$ cat config.mk
export PLATFORM = sky130hd
export DESIGN_NAME = nmea_field_number_parser
export DESIGN_NICKNAME = d
export VERILOG_FILES = /design/src/design/nfp_pkg.sv /design/src/design/nfp_front.sv /design/src/design/nfp_back.sv /design/src/design/nfp_fifo.sv /design/src/design/nmea_field_number_parser.sv
export SDC_FILE = /design/constraint.sdc
export NUM_CORES = 1
export LEC_CHECK = 0
export BUFFER_PORTS_ARGS = -buffer_cell sky130_fd_sc_hd__buf_2
export CAP_MARGIN = 15
export CELL_PAD_IN_SITES_DETAIL_PLACEMENT = 1
export CELL_PAD_IN_SITES_GLOBAL_PLACEMENT = 2
export CORE_MARGIN = 5
export CORE_UTILIZATION = 50
export DETAILED_ROUTE_END_ITERATION = 12
export PLACE_DENSITY = 0.83
export SLEW_MARGIN = 5
export SYNTH_ARGS = -nofsm -noshare
export SYNTH_HDL_FRONTEND = slang
export SYNTH_HIERARCHICAL = 1
export SYNTH_SLANG_ARGS = --single-unit
$ cat constraint.sdc
create_clock -name clk_i -period 10.02 [get_ports clk_i]
set_input_delay 2.004 -clock clk_i [delete_from_list [all_inputs] [get_ports clk_i]]
set_output_delay 2.004 -clock clk_i [all_outputs]
set_load 0.01 [all_outputs]
$ cat src/design/nfp_pkg.sv
package nfp_pkg;

  localparam int unsigned MaxFracDigits = 5;
  localparam int unsigned ValueBits     = 32;
  localparam int unsigned MaxFields     = 63;

  localparam int unsigned HdrLen = 5;

  typedef enum logic [1:0] {
    KIND_OTHER = 2'd0,
    KIND_CHC   = 2'd1,
    KIND_GGA   = 2'd2
  } kind_e;

  typedef enum logic [1:0] {
    ST_OK       = 2'd0,
    ST_NOT_NUM  = 2'd1,
    ST_OVERFLOW = 2'd2,
    ST_ABORT    = 2'd3
  } status_e;

  // byte classes decided by the front end
  typedef enum logic [2:0] {
    CL_DIGIT = 3'd0,
    CL_MINUS = 3'd1,
    CL_POINT = 3'd2,
    CL_COMMA = 3'd3,
    CL_STAR  = 3'd4,
    CL_ABORT = 3'd5,
    CL_OTHER = 3'd6,
    CL_START = 3'd7
  } class_e;

  typedef struct packed {
    class_e     cls;
    logic [7:0] ch;
  } token_t;

  function automatic logic [7:0] hdr_chc(input logic [2:0] pos);
    logic [7:0] r;
    case (pos)
      3'd0:    r = 8'h47;
      3'd1:    r = 8'h50;
      3'd2:    r = 8'h43;
      3'd3:    r = 8'h48;
      3'd4:    r = 8'h43;
      default: r = 8'h00;
    endcase
    return r;
  endfunction

  function automatic logic [7:0] hdr_gga(input logic [2:0] pos);
    logic [7:0] r;
    case (pos)
      3'd0:    r = 8'h47;
      3'd1:    r = 8'h50;
      3'd2:    r = 8'h47;
      3'd3:    r = 8'h47;
      3'd4:    r = 8'h41;
      default: r = 8'h00;
    endcase
    return r;
  endfunction

endpackage

$ cat src/design/nfp_front.sv
module nfp_front (
  input  logic          clk_i,
  input  logic          rst_ni,
  input  logic          valid_i,
  input  logic [7:0]    byte_i,
  output logic          valid_o,
  output nfp_pkg::token_t tok_o
);
  import nfp_pkg::*;

  logic   valid_q;
  token_t tok_q, tok_d;

  always_comb begin
    tok_d.ch = byte_i;
    if (byte_i == 8'h24) tok_d.cls = CL_START;
    else if (byte_i < 8'h20 || byte_i > 8'h7a) tok_d.cls = CL_ABORT;
    else if (byte_i >= 8'h30 && byte_i <= 8'h39) tok_d.cls = CL_DIGIT;
    else if (byte_i == 8'h2d) tok_d.cls = CL_MINUS;
    else if (byte_i == 8'h2e) tok_d.cls = CL_POINT;
    else if (byte_i == 8'h2c) tok_d.cls = CL_COMMA;
    else if (byte_i == 8'h2a) tok_d.cls = CL_STAR;
    else tok_d.cls = CL_OTHER;
  end

  always_ff @(posedge clk_i or negedge rst_ni) begin
    if (!rst_ni) begin
      valid_q <= 1'b0;
    end else begin
      valid_q <= valid_i;
    end
  end

  always_ff @(posedge clk_i) begin
    if (valid_i) begin
      tok_q <= tok_d;
    end
  end

  assign valid_o = valid_q;
  assign tok_o   = tok_q;
endmodule

$ cat src/design/nfp_back.sv
module nfp_back #(
  parameter int unsigned MAX_FRAC_DIGITS = nfp_pkg::MaxFracDigits,
  parameter int unsigned VALUE_BITS      = nfp_pkg::ValueBits,
  parameter int unsigned MAX_FIELDS      = nfp_pkg::MaxFields
) (
  input  logic                  clk_i,
  input  logic                  rst_ni,
  input  logic                  valid_i,
  input  nfp_pkg::token_t       tok_i,
  output logic                  res_valid_o,
  output logic [1:0]            sentence_kind_o,
  output logic [5:0]            field_index_o,
  output logic [VALUE_BITS-1:0] field_value_o,
  output logic [2:0]            frac_digits_o,
  output logic [7:0]            first_char_o,
  output logic [1:0]            field_status_o,
  output logic                  last_field_o
);
  import nfp_pkg::*;

  localparam int unsigned AccW = VALUE_BITS + 1;
  localparam int unsigned CntW = $clog2(MAX_FIELDS + 1);
  localparam int unsigned FrW  = $clog2(MAX_FRAC_DIGITS + 1);
  localparam logic [AccW-1:0] Lim = {1'b0, 1'b1, {(VALUE_BITS-1){1'b0}}};

  logic            in_sent_q, in_sent_d;
  logic [2:0]      hpos_q, hpos_d;
  logic [1:0]      hmatch_q, hmatch_d;
  logic [1:0]      kind_q, kind_d;
  logic [CntW-1:0] cnt_q, cnt_d;
  logic [AccW-1:0] acc_q, acc_d;
  logic [FrW-1:0]  frac_q, frac_d;
  logic            sign_q, sign_d, point_q, point_d, bad_q, bad_d;
  logic            ovf_q, ovf_d, start_q, start_d;
  logic [7:0]      first_q, first_d;

  logic [AccW-1:0] bound, nxt, mag;
  logic [AccW+3:0] prod;
  logic [3:0]      dig;
  logic            emit, last;
  logic [1:0]      status;
  logic [AccW-1:0] val;

  assign bound = sign_q ? Lim : Lim - AccW'(1);
  assign dig   = tok_i.ch[3:0];
  assign prod  = {acc_q, 3'b000} + {2'b00, acc_q, 1'b0} + (AccW+4)'(dig);
  assign nxt   = prod[AccW-1:0];

  always_comb begin
    in_sent_d = in_sent_q; hpos_d = hpos_q; hmatch_d = hmatch_q; kind_d = kind_q;
    cnt_d = cnt_q; acc_d = acc_q; frac_d = frac_q; sign_d = sign_q;
    point_d = point_q; bad_d = bad_q; ovf_d = ovf_q; start_d = start_q;
    first_d = first_q;
    emit = 1'b0; last = 1'b0; status = ST_OK;
    if (valid_i) begin
      if (tok_i.cls == CL_START) begin
        in_sent_d = 1'b1; hpos_d = '0; hmatch_d = 2'b11; kind_d = KIND_OTHER;
        cnt_d = '0; acc_d = '0; frac_d = '0; sign_d = 1'b0; point_d = 1'b0;
        bad_d = 1'b0; ovf_d = 1'b0; start_d = 1'b0; first_d = '0;
      end else if (in_sent_q) begin
        if (tok_i.cls == CL_ABORT) begin
          in_sent_d = 1'b0;
          if (cnt_q != '0) begin
            emit = 1'b1; last = 1'b1; status = ST_ABORT;
          end
        end else if (cnt_q == '0) begin
          // address field
          if (tok_i.cls == CL_STAR) begin
            in_sent_d = 1'b0;
          end else if (tok_i.cls == CL_COMMA) begin
            if (hpos_q == 3'(HdrLen) && hmatch_q[0]) kind_d = KIND_CHC;
            else if (hpos_q == 3'(HdrLen) && hmatch_q[1]) kind_d = KIND_GGA;
            else kind_d = KIND_OTHER;
            cnt_d = CntW'(1);
            acc_d = '0; frac_d = '0; sign_d = 1'b0; point_d = 1'b0;
            bad_d = 1'b0; ovf_d = 1'b0; start_d = 1'b0; first_d = '0;
          end else if (hpos_q < 3'(HdrLen)) begin
            if (tok_i.ch != hdr_chc(hpos_q)) hmatch_d[0] = 1'b0;
            if (tok_i.ch != hdr_gga(hpos_q)) hmatch_d[1] = 1'b0;
            hpos_d = hpos_q + 3'd1;
          end else begin
            hmatch_d = 2'b00;
          end
        end else if (tok_i.cls == CL_COMMA || tok_i.cls == CL_STAR) begin
          emit = 1'b1;
          last = (tok_i.cls == CL_STAR);
          status = bad_q ? ST_NOT_NUM : (ovf_q ? ST_OVERFLOW : ST_OK);
          if (last) in_sent_d = 1'b0;
          else if (cnt_q < CntW'(MAX_FIELDS)) cnt_d = cnt_q + CntW'(1);
          acc_d = '0; frac_d = '0; sign_d = 1'b0; point_d = 1'b0;
          bad_d = 1'b0; ovf_d = 1'b0; start_d = 1'b0; first_d = '0;
        end else begin
          if (!start_q) begin
            first_d = tok_i.ch; start_d = 1'b1;
          end
          if (tok_i.cls == CL_MINUS && !start_q) begin
            sign_d = 1'b1;
          end else if (tok_i.cls == CL_POINT) begin
            if (point_q) bad_d = 1'b1;
            else point_d = 1'b1;
          end else if (tok_i.cls == CL_DIGIT) begin
            if (!bad_q && !ovf_q && !(point_q && frac_q >= FrW'(MAX_FRAC_DIGITS))) begin
              // acc*10+d > bound is the same test as acc > (bound-d)/10
              if (prod > (AccW+4)'(bound)) begin
                ovf_d = 1'b1;
              end else begin
                acc_d = nxt;
                if (point_q) frac_d = frac_q + FrW'(1);
              end
            end
          end else begin
            bad_d = 1'b1;
          end
        end
      end
    end
  end

  always_comb begin
    case (status)
      ST_OK:       mag = acc_q;
      ST_OVERFLOW: mag = bound;
      default:     mag = '0;
    endcase
    val = sign_q ? (AccW'(0) - mag) : mag;
  end

  always_ff @(posedge clk_i or negedge rst_ni) begin
    if (!rst_ni) begin
      in_sent_q <= 1'b0; hpos_q <= '0; hmatch_q <= 2'b11; kind_q <= KIND_OTHER;
      cnt_q <= '0; acc_q <= '0; frac_q <= '0; sign_q <= 1'b0; point_q <= 1'b0;
      bad_q <= 1'b0; ovf_q <= 1'b0; start_q <= 1'b0; first_q <= '0;
      res_valid_o <= 1'b0;
    end else begin
      in_sent_q <= in_sent_d; hpos_q <= hpos_d; hmatch_q <= hmatch_d; kind_q <= kind_d;
      cnt_q <= cnt_d; acc_q <= acc_d; frac_q <= frac_d; sign_q <= sign_d;
      point_q <= point_d; bad_q <= bad_d; ovf_q <= ovf_d; start_q <= start_d;
      first_q <= first_d;
      res_valid_o <= emit;
    end
  end

  always_ff @(posedge clk_i) begin
    if (emit) begin
      sentence_kind_o <= kind_q;
      field_index_o   <= 6'(cnt_q);
      field_value_o   <= val[VALUE_BITS-1:0];
      frac_digits_o   <= (status == ST_OK || status == ST_OVERFLOW) ? 3'(frac_q) : 3'd0;
      first_char_o    <= first_q;
      field_status_o  <= status;
      last_field_o    <= last;
    end
  end
endmodule

$ cat src/design/nfp_fifo.sv
module nfp_fifo #(
  parameter int unsigned WIDTH = 8,
  parameter int unsigned DEPTH = 4
) (
  input  logic             clk_i,
  input  logic             rst_ni,
  input  logic             push_i,
  input  logic [WIDTH-1:0] data_i,
  input  logic             pop_i,
  output logic             empty_o,
  output logic             full_o,
  output logic [WIDTH-1:0] data_o
);
  localparam int unsigned AW = $clog2(DEPTH);

  logic [WIDTH-1:0] mem_q [DEPTH];
  logic [AW-1:0]    wr_q, rd_q;
  logic [AW:0]      cnt_q;
  logic             do_push, do_pop;

  assign empty_o = (cnt_q == '0);
  assign full_o  = (cnt_q == (AW+1)'(DEPTH));
  assign do_push = push_i && !full_o;
  assign do_pop  = pop_i && !empty_o;
  assign data_o  = mem_q[rd_q];

  always_ff @(posedge clk_i or negedge rst_ni) begin
    if (!rst_ni) begin
      wr_q <= '0; rd_q <= '0; cnt_q <= '0;
    end else begin
      if (do_push) wr_q <= (wr_q == AW'(DEPTH-1)) ? '0 : wr_q + AW'(1);
      if (do_pop)  rd_q <= (rd_q == AW'(DEPTH-1)) ? '0 : rd_q + AW'(1);
      cnt_q <= cnt_q + (AW+1)'(do_push) - (AW+1)'(do_pop);
    end
  end

  always_ff @(posedge clk_i) begin
    if (do_push) mem_q[wr_q] <= data_i;
  end
endmodule

$ cat src/design/nmea_field_number_parser.sv
// channel  | handshake    | words
// input    | push / full  | in_byte_i
// result   | pop / empty  | sentence_kind_o .. last_field_o
// one byte is taken every cycle while full is low; a field's closing byte
// is classified in the front stage, evaluated in the back stage and then
// written to the queue; its result shows on the ports when it reaches the head
// reset clears the sentence state; no result is pending after it
// full rises once the queued results plus the words still in the two stages
// reach seven, so an undrained queue stalls the input and never overflows
module nmea_field_number_parser #(
  parameter int unsigned MAX_FRAC_DIGITS = nfp_pkg::MaxFracDigits,
  parameter int unsigned VALUE_BITS      = nfp_pkg::ValueBits,
  parameter int unsigned MAX_FIELDS      = nfp_pkg::MaxFields
) (
  input  logic                  clk_i,
  input  logic                  rst_ni,
  input  logic                  push,
  output logic                  full,
  input  logic [7:0]            in_byte_i,
  output logic                  empty,
  input  logic                  pop,
  output logic [1:0]            sentence_kind_o,
  output logic [5:0]            field_index_o,
  output logic [VALUE_BITS-1:0] field_value_o,
  output logic [2:0]            frac_digits_o,
  output logic [7:0]            first_char_o,
  output logic [1:0]            field_status_o,
  output logic                  last_field_o
);
  import nfp_pkg::*;

  localparam int unsigned ResW  = 2 + 6 + VALUE_BITS + 3 + 8 + 2 + 1;
  localparam int unsigned Depth = 8;

  logic            fe_valid, be_valid, q_empty, q_full;
  token_t          tok;
  logic [ResW-1:0] res_d, res_q;
  logic [1:0]      kind;
  logic [5:0]      idx;
  logic [VALUE_BITS-1:0] val;
  logic [2:0]      fd;
  logic [7:0]      fc;
  logic [1:0]      st;
  logic            lf;
  logic [3:0]      used;

  // two words may be in the front and back stages, so hold back early
  assign used = {3'b000, fe_valid} + {3'b000, be_valid};
  nfp_fifo #(.WIDTH(ResW), .DEPTH(Depth)) u_fifo (
    .clk_i, .rst_ni,
    .push_i (be_valid), .data_i (res_d),
    .pop_i  (pop), .empty_o (q_empty), .full_o (q_full), .data_o (res_q)
  );

  logic [3:0] q_cnt_q;
  always_ff @(posedge clk_i or negedge rst_ni) begin
    if (!rst_ni) begin
      q_cnt_q <= '0;
    end else begin
      q_cnt_q <= q_cnt_q + {3'b000, be_valid} - {3'b000, pop && !q_empty};
    end
  end

  assign full  = (q_cnt_q + used) >= 4'(Depth - 1) || q_full;
  assign empty = q_empty;

  nfp_front u_front (
    .clk_i, .rst_ni,
    .valid_i (push && !full), .byte_i (in_byte_i),
    .valid_o (fe_valid), .tok_o (tok)
  );

  nfp_back #(
    .MAX_FRAC_DIGITS (MAX_FRAC_DIGITS),
    .VALUE_BITS      (VALUE_BITS),
    .MAX_FIELDS      (MAX_FIELDS)
  ) u_back (
    .clk_i, .rst_ni,
    .valid_i (fe_valid), .tok_i (tok),
    .res_valid_o     (be_valid),
    .sentence_kind_o (kind), .field_index_o (idx), .field_value_o (val),
    .frac_digits_o   (fd), .first_char_o (fc), .field_status_o (st),
    .last_field_o    (lf)
  );

  assign res_d = {kind, idx, val, fd, fc, st, lf};
  assign {sentence_kind_o, field_index_o, field_value_o, frac_digits_o,
          first_char_o, field_status_o, last_field_o} = res_q;
endmodule

# After elaboration in Yosys (flattened, before gate mapping)
# Memory sizes are Yosys's and may differ from the RTL's.
# Index checks and enable logic that the tools add are counted.
dict set report classes {
  add_sub_neg 14
  order_cmp 9
  eq_ne 35
  n_mux 161
  n_bitwise 2
  reduce_logical 56
}
# operator count
set op_table {}
lappend op_table {{33-bit 2-to-1 mux} 12}
lappend op_table {{8-bit 2-to-1 mux} 24}
lappend op_table {{3-bit 2-to-1 mux} 26}
lappend op_table {{32-bit 2-to-1 mux} 2}
lappend op_table {{32-bit case mux with 2 select lines} 1}
lappend op_table {{1-bit 2-to-1 mux} 59}
lappend op_table {{6-bit 2-to-1 mux} 9}
lappend op_table {{2-bit 2-to-1 mux} 26}
lappend op_table {{8-bit by 6-bit equality test with 1-bit output (second input constant)} 5}
lappend op_table {{36-bit by 34-bit adder with 37-bit output} 1}
lappend op_table {{37-bit by 4-bit adder with 37-bit output} 1}
lappend op_table {{37-bit by 33-bit > comparator with 1-bit output} 1}
lappend op_table {{7-bit AND reduction} 5}
lappend op_table {{1-bit by 32-bit subtractor with 32-bit output (first input constant)} 1}
lappend op_table {{7-bit case mux with 4 select lines} 1}
lappend op_table {{4-bit nonzero test} 6}
lappend op_table {{3-bit equality test (second input constant)} 7}
lappend op_table {{7-bit case mux with 3 select lines} 1}
lappend op_table {{10-bit AND reduction} 2}
lappend op_table {{6-bit AND reduction} 3}
lappend op_table {{8-bit inequality test} 2}
lappend op_table {{3-bit by 1-bit adder with 3-bit output (second input constant)} 4}
lappend op_table {{3-bit by 2-bit equality test with 1-bit output (second input constant)} 4}
lappend op_table {{3-bit by 2-bit inequality test with 1-bit output (second input constant)} 4}
lappend op_table {{36 further kinds} 70}
dict set report totals {
  ff_bits 144
  mem_bits_rw 432
  input_bits 12
  out_inout_bits 56
  wordCells 308
  n_memories 1
}
# name words width read_ports rd_clocked_by_memory_dff wr line_no
set mem_list {}
lappend mem_list {u_fifo.mem_q 8 54 1 0 1 nfp_fifo.sv:16} ;# logic [WIDTH-1:0] mem_q [DEPTH];

# Longest topological paths before layout
# Gate-level depths: netlist of the first run.
dict set report depth {
  ltp_word 20
  depth_mapped 25
  depth_no_buf 23
}

# Cells and area by module
# The synthesis of the first run kept the hierarchy.
# mod n_inst cells_per_inst area_per_inst_um2 seq_area_each_um2
set by_module_without_submodules {}
lappend by_module_without_submodules {nfp_fifo 1 683 16834.9 13222.7}
lappend by_module_without_submodules {nfp_back 1 948 8737.1 3225.6}
lappend by_module_without_submodules {nfp_front 1 31 494.2 355.3}
lappend by_module_without_submodules {nmea_field_number_parser 1 29 316.6 100.1}

# Least setup slack after synthesis of the first run
# No wires, ideal clock.
dict set report synth_timing {
  kind {reg2reg}
  startpoint {reg u_fifo.cnt_q[2]}
  endpoint {mem u_fifo/mem_q[0][0] in the netlist's numbering, enable pin}
  setup_time_ns 0.599
  arrival_time_ns 6.051
  slack_ns 3.369
  stages_incl_launch_ff 6
  path_buffers 0
  synth_period_minus_slack_ns 6.651
  cell_sequence {dfrtp_1 -> inv_1 -> ha_1 -> or3b_2 -> nand2_1 -> nor4_1}
}
dict set report synth_between {
  elab_chain_cells 5
}
# element line_no
set synth_lines {}
lappend synth_lines {{start: declaration} nfp_fifo.sv:18} ;# logic [AW:0] cnt_q;
lappend synth_lines {{start signal: assignment} nfp_fifo.sv:33} ;# cnt_q <= cnt_q + (AW+1)'(do_push) - (AW+1)'(do_pop);
lappend synth_lines {{4-bit equality test} nfp_fifo.sv:22} ;# assign full_o = (cnt_q == (AW+1)'(DEPTH));
lappend synth_lines {{1-bit logical NOT} nfp_fifo.sv:23} ;# assign do_push = push_i && !full_o;
lappend synth_lines {{1-bit logical AND} nfp_fifo.sv:23}
lappend synth_lines {{1-bit 2-to-1 mux} nfp_fifo.sv:38} ;# if (do_push) mem_q[wr_q] <= data_i;
lappend synth_lines {{1-bit 2-to-1 mux (not written as such)} nfp_fifo.sv:38}
lappend synth_lines {{end: declaration} nfp_fifo.sv:16}
# Every way passes these cells.

# Final worst setup path of the first run
dict set report layout_timing {
  startpoint {reg u_front.tok_q (netlist bit u_front/tok_o[3])}
  endpoint {reg u_back.acc_q[15]}
}
dict set report layout_between {
  elab_chain_cells 11
  elab_cells_between_ends 14
  classes_between {add/sub (1); order compare (1); eq/ne (1); mux (10); reduce/logical (1)}
}
# element line_no
set layout_lines {}
lappend layout_lines {{start: declaration} nfp_front.sv:12} ;# token_t tok_q, tok_d;
lappend layout_lines {{start signal: assignment} nfp_front.sv:36} ;# tok_q <= tok_d;
lappend layout_lines {{37-bit by 4-bit adder with 37-bit output (*)} nfp_back.sv:46} ;# assign prod = {acc_q, 3'b000} + {2'b00, acc_q, 1'b0} + (AccW+4)'(dig);
lappend layout_lines {{parallel branches: the longest is 10 deep, another holds 37-bit by 33-bit > comparator with 1-bit output} n/a}
lappend layout_lines {{end signal: assignment} nfp_back.sv:131} ;# cnt_q <= '0; acc_q <= '0; frac_q <= '0; sign_q <= 1'b0; point_q <= 1'b0;
lappend layout_lines {{end signal: assignment} nfp_back.sv:136} ;# cnt_q <= cnt_d; acc_q <= acc_d; frac_q <= frac_d; sign_q <= sign_d;
lappend layout_lines {{end: declaration} nfp_back.sv:31} ;# logic [AccW-1:0] acc_q, acc_d;
# Every way passes the cells marked *. The select of a mux whose other input is x is not followed.
# A chain may end at the register's enable or synchronous reset.

==> metrics.md, run 1 <==
| Metric | Value |
|---|---|
| Outcome | complete, no violations |
| # IOs | between 60 and 70 |
| Number of global-route vias before repair | around 16,000 |
| Req. time, crit path | ~11 ns |
| Final setup fails | 0 |
| Routed len/inst | approximately 25 µm |
| CTS tree | done |
| Num CTS Buffers | 55 |
| Post-synthesis sequential area ratio | between 60% and 70% |
| Maximum VDD drop | between 0.15 and 0.2 mV |
| FMAX | 158 MHz |
| Min Hold Slack | ~0.49 ns |
| Crit path kind | register to register |
| Global-route wire length before repair | approximately 100,000 µm |
| Clk slew on worst S/H paths | 0.06 ns |
| Dpl hpwl | ~40,000 µm |
| CP Cell Sequence | inv_1 -> fa_1 -> inv_1 -> fa_1 -> a211oi_1 -> o21ai_0 -> a32oi_1 -> nand2_1 -> a21o_1 -> a21oi_1 -> xnor2_1 -> ha_1 -> nand4_1 -> nor4_1 -> a31oi_1 -> nor2_1 -> a41oi_1 -> or4_1 -> nor3_4 -> and3b_1 -> buf_4 -> a22o_1 |
| Clock sinks | approximately 580 |
| Post-cts hold buffer count | 0 |
| DRC Markers | 0 |
| Final Cell Area | about 29,000 µm² |
| Initial Utilization | between 50% and 60% |
| Fin crit period | between 6 and 7 ns |
| Pwr per Cell Area | 244 nW/µm² |
| Vias | around 15,000 |
| Post-synth EDFFs | slightly below 500 |
| Total track usage | around 22% |
| CTS-repair resized insts | 0 |
| Setup WS post-layout | ~3.7 ns |
| Max-slew violation count | 0 |
| Die Area | 57,500 µm² |
| Clk root buf | clkbuf_16 |
| Largest net degree at the start of global routing | 80 |
| Placed Instance Area | around 27,000 µm² |
| Antenna violations before repair | 3 |
| Post-synthesis register bit count | 576 |
| Die width | 240 µm |
| IO Port Bufs | 67 |
| Core ar. | between 50,000 and 60,000 µm² |
| Most common flop cell mapped by yosys | edfxtp_1 |
| Fin nets | approximately 1,900 |
| Number of DRC markers in iteration 0 | around 1,100 |
| RePlAce Congestion | 0.849 |
| Dpl ws | around 3.8 ns |
| Vias/cell | just over 6 |
| Logic pwr share | approximately 29% |
| CP bufs+invs | 3 |
| Ys async rst share | roughly 14% |
| Worst Tran Pin Value | about 1.0 ns |
| Max cap viols | 0 |
| Mapped Nets | ~1,800 |
| Critical path arrival | between 6 and 7 ns |
| Crit path max-delay family | simple AND/OR/NAND/NOR gates |
| CTS H-tree depth | 2 |
| Share of layout cells above drive strength 1 | between 20% and 30% |
| Total power | between 7 and 8 mW |
| Pleak | between 10 and 15 nW |
| DRT Pass-1 Iters | 5 |
| ANT cells | 0 |
| Placed insts | 2,403 |
| CTS max path bufs | 3 |
| NetSw | between 2 and 2.5 mW |
| Row count | 84 |
| Die height | roughly 240 µm |
| Synth Instances | 1,691 |
| Netlist Area Pre-Place | about 26,000 µm² |
| Final WL | 62,800 µm |
| Slowest CP cell | or4_1 |
| R2R Setup Slk | about 3.7 ns |
| Post-CTS setup buffer count | 0 |
| Clock power frac | just under 30% |
| Worst hold-check path type | register to register |
| Crit start category | register |
| Synthesized area per cell | around 16 µm² |
| RSZ-0062 raised after global routing | false |
| Setup_tns | 0 ns |
| Post-DRT Antenna Nets | 0 |
| Register share of total power | approximately 42% |
| CP max FO | 32 |
| Cell internal pwr | a little under 5 mW |
| Fin util | 55.8% |
| Switch share | 31.0% |
| Crit share post-route | 63.1% |
| Area Growth Syn to Fin | 11.0% |
| GR Overflow Total | 0 |
| Final hold violations | 0 |
| Setup Skew | roughly 0.017 ns |
| Critical Path Sink Type | register |
| Finished Layout Cells | 2,505 |
| Max stage delay on crit path | 0.55 ns |
| Slew margin rel. | a little under 30% |
| Netlist cell types | a little under 80 |
| Yosys Warn Count | 6 |
| Latest clock arrival within the worst-skew pair | around 0.60 ns |
-- worst register-to-register path, cell delays in order (launching register included) --
cell,delay [ns]
edfxtp_1,0.40
inv_1,0.09
fa_1,0.54
inv_1,0.07
fa_1,0.47
a211oi_1,0.42
o21ai_0,0.26
a32oi_1,0.33
nand2_1,0.19
a21o_1,0.21
a21oi_1,0.19
xnor2_1,0.12
ha_1,0.32
nand4_1,0.11
nor4_1,0.52
a31oi_1,0.14
nor2_1,0.12
a41oi_1,0.05
or4_1,0.55
nor3_4,0.37
and3b_1,0.23
buf_4,0.34
a22o_1,0.21
-- cell usage after synthesis, types with 10 or more instances --
master / instances / area share (%)
nor2_1: 72 / 1.0
dfrtp_1: 77 / 7.3
nor4_1: 10 / 0.24
nand2_1: 107 / 1.5
nor3_1: 29 / 0.55
nand3_1: 26 / 0.49
a21o_1: 11 / 0.31
clkbuf_1: 33 / 0.47
buf_6: 13 / 0.55
nand4_1: 17 / 0.40
o21ai_0: 76 / 1.4
inv_1: 41 / 0.58
edfxtp_1: 497 / 57
ha_1: 123 / 5.8
nand2b_1: 11 / 0.26
xnor2_1: 26 / 0.86
mux2_2: 62 / 2.6
a22o_1: 42 / 1.4
a21oi_1: 97 / 1.8
mux4_2: 108 / 9.2
nor2b_1: 10 / 0.24
a31oi_1: 19 / 0.45
xor2_1: 19 / 0.63
-- power by group through the flow --
stage	combinational, mW	sequential, mW	clock [mW]
3_3_place_gp	2.01	3.07	0
2_1_floorplan	1.61	2.89	0
5_1_grt	2.25	3.06	2.23
6_report	2.06	3.02	2.07
4_1_cts	2.09	3.03	2.11
3_5_place_dp	2.08	3.08	0
-- cell type report --
class | count | area, µm²
fill | 4905 | 23200
sequential | 576 | 16900
multi-input combinational | 1008 | 9020
clock buffer | 65 | 1440
tap | 688 | 861
timing repair buffer | 90 | 531
clock inverter | 36 | 364
inverter | 42 | 158
-- sequential cells by signal, summed over array words and instances (netlist names), 6 cells and up --
register,count
u_front/tok_o,11
u_fifo/mem_q,432
u_back/cnt_q,6
u_back/field_index_o,6
u_back/field_value_o,32
u_back/first_char_o,8
u_back/acc_q,33
u_back/first_q,8
-- worst paths after layout --
check	startpoint	cells after the start	to
max in group asynchronous	rst_ni	2	u_back/acc_q[11]
setup reg to reg	u_front/tok_o[3]	22	u_back/acc_q[15]
setup / recovery	u_front/tok_o[3]	22	u_back/acc_q[15]
min in group asynchronous	rst_ni	1	u_fifo/cnt_q[2]
hold / removal	u_back/kind_q[1]	0	u_back/sentence_kind_o[1]
hold reg to reg	u_back/kind_q[1]	0	u_back/sentence_kind_o[1]
-- per-layer routing --
layer | vias to the layer above | share of wire, % | track usage [%]
li1 | 6896 | - | -
met2 | 410 | 50 | 37.0
met1 | 7858 | 44 | 31.8
met5 | - | 0 | 0
met3 | 65 | 5.0 | 2.82
met4 | 0 | 1.4 | 4.36
-- cell usage in the layout (no fill, tap or decap), drive strengths merged, types with 8 or more instances in the layout --
master    n
a21o     12
a21oi    98
a22o     42
a31oi    19
buf      90
clkbuf   65
clkinv   25
dfrtp    77
edfxtp  497
ha      123
inv      42
mux2     62
mux4    108
nand2   107
nand2b   11
nand3    26
nand4    17
nor2     72
nor2b    10
nor3     30
nor4     11
o21a      8
o21ai    78
or3       8
xnor2    26
xor2     19
-- cells by family (layout without fill, tap and decap cells) --
| logic type | after synthesis | after routing | synth area share (%) |
|---|---|---|---|
| fa+ha+maj | 128 | 128 | 6.21 |
| compound gates | 337 | 337 | 8.37 |
| xor+xnor | 45 | 45 | 1.49 |
| buf+inv | 107 | 233 | 1.96 |
| mux | 170 | 170 | 11.9 |
| simple gates | 328 | 328 | 6.03 |
| flops | 576 | 576 | 64.1 |
(Power assumes the default switching activity.)
==> run 2: changes to the inputs <==
Settings changed: ABC_AREA set to 1, CORE_UTILIZATION 50 to 40, PLACE_DENSITY 0.83 to 0.8.
Clock period 10.02 ns to 6.2 ns, I/O delays scaled along.
==> run 2 against run 1 <==
  * Register-to-register slack got worse by 2.6 ns
  * Setup slack got worse by 2.6 ns
  * Global-route usage decreased by 1.2 points
  * Utilization decreased by 11 points
  * Synthesized area increased by 15%
  * Maximum frequency increased by 24%
  * Sequential share of layout area decreased by 7.4 points
  * Non-clock buffer count increased by 7
  * Combinational power increased by 110%
  * First-iteration DRC count increased by 3.3%
  * Synthesized cell count increased by 110%
  * Critical path type unchanged
  * Largest power group unchanged
==> metrics.md, run 2 <==
| Metric | Value |
|---|---|
| Total power | around 13 mW |
| Commonest non-fill, non-tap cell in the layout | nand2_1 |
| Slowest CP cell | fa_1 |
| Fin crit period | around 5 ns |
| Max cap viols | 0 |
| Synth Instances | approximately 3,500 |
| Cell internal pwr | around 7.7 mW |
| Post-synth top cells | nand2_1 (1,214), inv_1 (674), edfxtp_1 (497), nand3_1 (349), nor2_1 (166) |
| Total track usage | between 20% and 30% |
| Crit path kind | register to register |
| Crit start category | register |
| # fillers | just under 9,000 |
| Dpl hpwl | 56,400 µm |
| CP bufs+invs | 6 |
| Logic pwr share | a little over a third |
| Row count | slightly above 100 |
| Global-route wire length before repair | 135,000 µm |
| Most frequent cells in the layout | nand2_1 (1,214), inv_1 (674), edfxtp_1 (497) |
| Synthesized area per cell | around 8.7 µm² |
| CTS-repair resized insts | 0 |
| Req. time, crit path | about 6.7 ns |
| Max-slew violation count | 0 |
| Crit share post-route | between 80% and 90% |
| Placed Instance Area | ~32,000 µm² |
| Die height | approximately 290 µm |
| Finished Layout Cells | around 4,600 |
| Post-DRT Antenna Nets | 0 |
| Synth Area in Simple Gates | roughly 24% |
| CP max FO | 38 |
| Multiplexer area fraction after synthesis | less than 1% |
| Synth top area share | 49.2% |
| CTS H-tree depth | 2 |
| Setup Skew | approximately 0.031 ns |
| Largest net degree at the start of global routing | between 100 and 150 |
| Largest family of logic cells by synthesized area | simple AND/OR/NAND/NOR gates |
| Post-CTS setup buffer count | 0 |
| Core ar. | roughly 76,000 µm² |
| Mapped Nets | approximately 3,600 |
| DRC Markers | 0 |
| Number of global-route vias before repair | 24,300 |
| CTS max path bufs | 3 |
| Initial Utilization | about two fifths |
| Slew margin rel. | 32.3% |
| Synth Area in XOR/XNOR | less than 1% |
| Largest regs | u_fifo/mem_q: 432 flops, u_back/acc_q: 33 flops, u_back/field_value_o: 32 flops |
| Post-synthesis register bit count | around 580 |
| Final WL | roughly 86,000 µm |
| GR Overflow Total | 0 |
| Clk slew on worst S/H paths | about 0.06 ns |
| Post-cts hold buffer count | 0 |
| Outcome | complete, no violations |
| Netlist Area Pre-Place | between 30,000 and 40,000 µm² |
| Max stage delay on crit path | 0.49 ns |
| Compound-Gate Fraction of Synth Area | ~3% |
| RSZ-0062 raised after global routing | false |
| Worst Tran Pin Value | 1.02 ns |
| Die Area | about 81,000 µm² |
| Die width | roughly 290 µm |
| Worst hold-check path type | primary input to async pin |
| Share of layout cells above drive strength 1 | roughly 6.9% |
| Clock sinks | ~580 |
| Yosys Warn Count | 6 |
| Fin util | roughly 44% |
| Ys async rst share | 13.7% |
| Synth top area cells | edfxtp_1 (49%), nand2_1 (15%), inv_1 (8.3%) |
| Fin nets | about 3,700 |
| Leading area contributor after synthesis | edfxtp_1 |
| Crit path max-delay family | simple AND/OR/NAND/NOR gates |
| Pwr per Cell Area | between 300 and 400 nW/µm² |
| Adder-cell area share of the yosys netlist | between 5 and 6% |
| Vias | approximately 23,000 |
| Placed insts | about 4,500 |
| Max FFs per register | about 430 |
| Final hold violations | 0 |
| Post-synth EDFFs | approximately 500 |
| # IOs | 68 |
| Most numerous cell in the Yosys netlist | nand2_1 |
| IO Port Bufs | 67 |
| DRT Pass-1 Iters | 5 |
| Clk root buf | clkbuf_16 |
| FMAX | between 150 and 200 MHz |
| Netlist cell types | 52 |
| RePlAce Congestion | ~0.9 |
| Area Growth Syn to Fin | 10.6% |
| NetSw | between 4 and 5 mW |
| Most common flop cell mapped by yosys | edfxtp_1 |
| Final setup fails | 0 |
| Top cell by count, worst path | nand2_1 |
| Clock power frac | between 20 and 30% |
| CTS tree | done |
| Switch share | between 30 and 40% |
| Vias/cell | just under 5 |
| Register share of total power | 37.7% |
| Routed len/inst | about 19 µm |
| Antenna violations before repair | 0 |
| Top reg by flops | u_fifo/mem_q |
| Critical Path Sink Type | register |
| ANT cells | 0 |
| Critical path arrival | approximately 5.6 ns |
| Latest clock arrival within the worst-skew pair | between 0.6 and 0.7 ns |
| Number of DRC markers in iteration 0 | ~1,100 |
| Post-synthesis sequential area ratio | a little under three fifths |
| Num CTS Buffers | 60 |
| Final Cell Area | ~34,000 µm² |
| Maximum VDD drop | roughly 0.24 mV |
| Setup_tns | 0 ns |
| Pleak | 16.6 nW |
[run 2: kinds of logic after synthesis]
family                   Yosys count
multiplexers                       1
flip-flops                       576
AND/OR/NAND/NOR                 1804
AO/OA/AOI/OAI                    162
adder cells (fa/ha/maj)          128
buffers and inverters            800
XOR/XNOR                          34
[run 2: cell type report]
type | count | area (µm²) | share of cell area (%)
sequential | 576 | 16900 | 50.4
timing repair buffer | 97 | 588 | 1.75
clock inverter | 36 | 314 | 0.936
multi-input combinational | 2129 | 10300 | 30.8
tap | 978 | 1220 | 3.65
clock buffer | 78 | 1590 | 4.73
inverter | 687 | 2590 | 7.71
[run 2: per-layer routing]
metal | track usage, % | vias up | share of wire [%]
li1 | - | 11100 | -
met1 | 28.0 | 11100 | 46
met5 | 0 | - | 0
met3 | 2.54 | 110 | 3.4
met4 | 5.28 | 0 | 2.4
met2 | 36.3 | 360 | 48
[run 2: power groups by stage]
| stage | clock [mW] | sequential, mW | combinational [mW] |
|---|---|---|---|
| after floorplan | 0 | 4.59 | 3.08 |
| after global placement | 0 | 4.82 | 4.32 |
| after detailed placement | 0 | 4.84 | 4.46 |
| after CTS | 3.56 | 4.76 | 4.49 |
| after global routing | 3.73 | 4.79 | 4.97 |
| final | 3.47 | 4.76 | 4.39 |
[run 2: final timing paths]
| path | start | end | slack [ns] | cells past startpoint |
|---|---|---|---|---|
| setup / recovery | u_back/acc_q[2] | u_back/acc_q[29] | 1.09 | 35 |
| hold / removal | rst_ni | u_fifo/cnt_q[1] | 0.45 | 1 |
| setup reg to reg | u_back/acc_q[2] | u_back/acc_q[29] | 1.09 | 35 |
| hold reg to reg | u_back/kind_q[0] | u_back/sentence_kind_o[0] | 0.47 | 0 |
| max in group asynchronous | rst_ni | u_back/sign_q | 4.55 | 2 |
| min in group clk_i | u_back/kind_q[0] | u_back/sentence_kind_o[0] | 0.47 | 0 |
[run 2: stage by stage]
step,setup WS (ns),hold slack [ns]
final,1.09,0.450
after global routing,0.622,0.429
after CTS,1.05,0.417
after detailed placement,1.15,0.457
after global placement,1.25,0.446
after floorplan,1.05,0.421
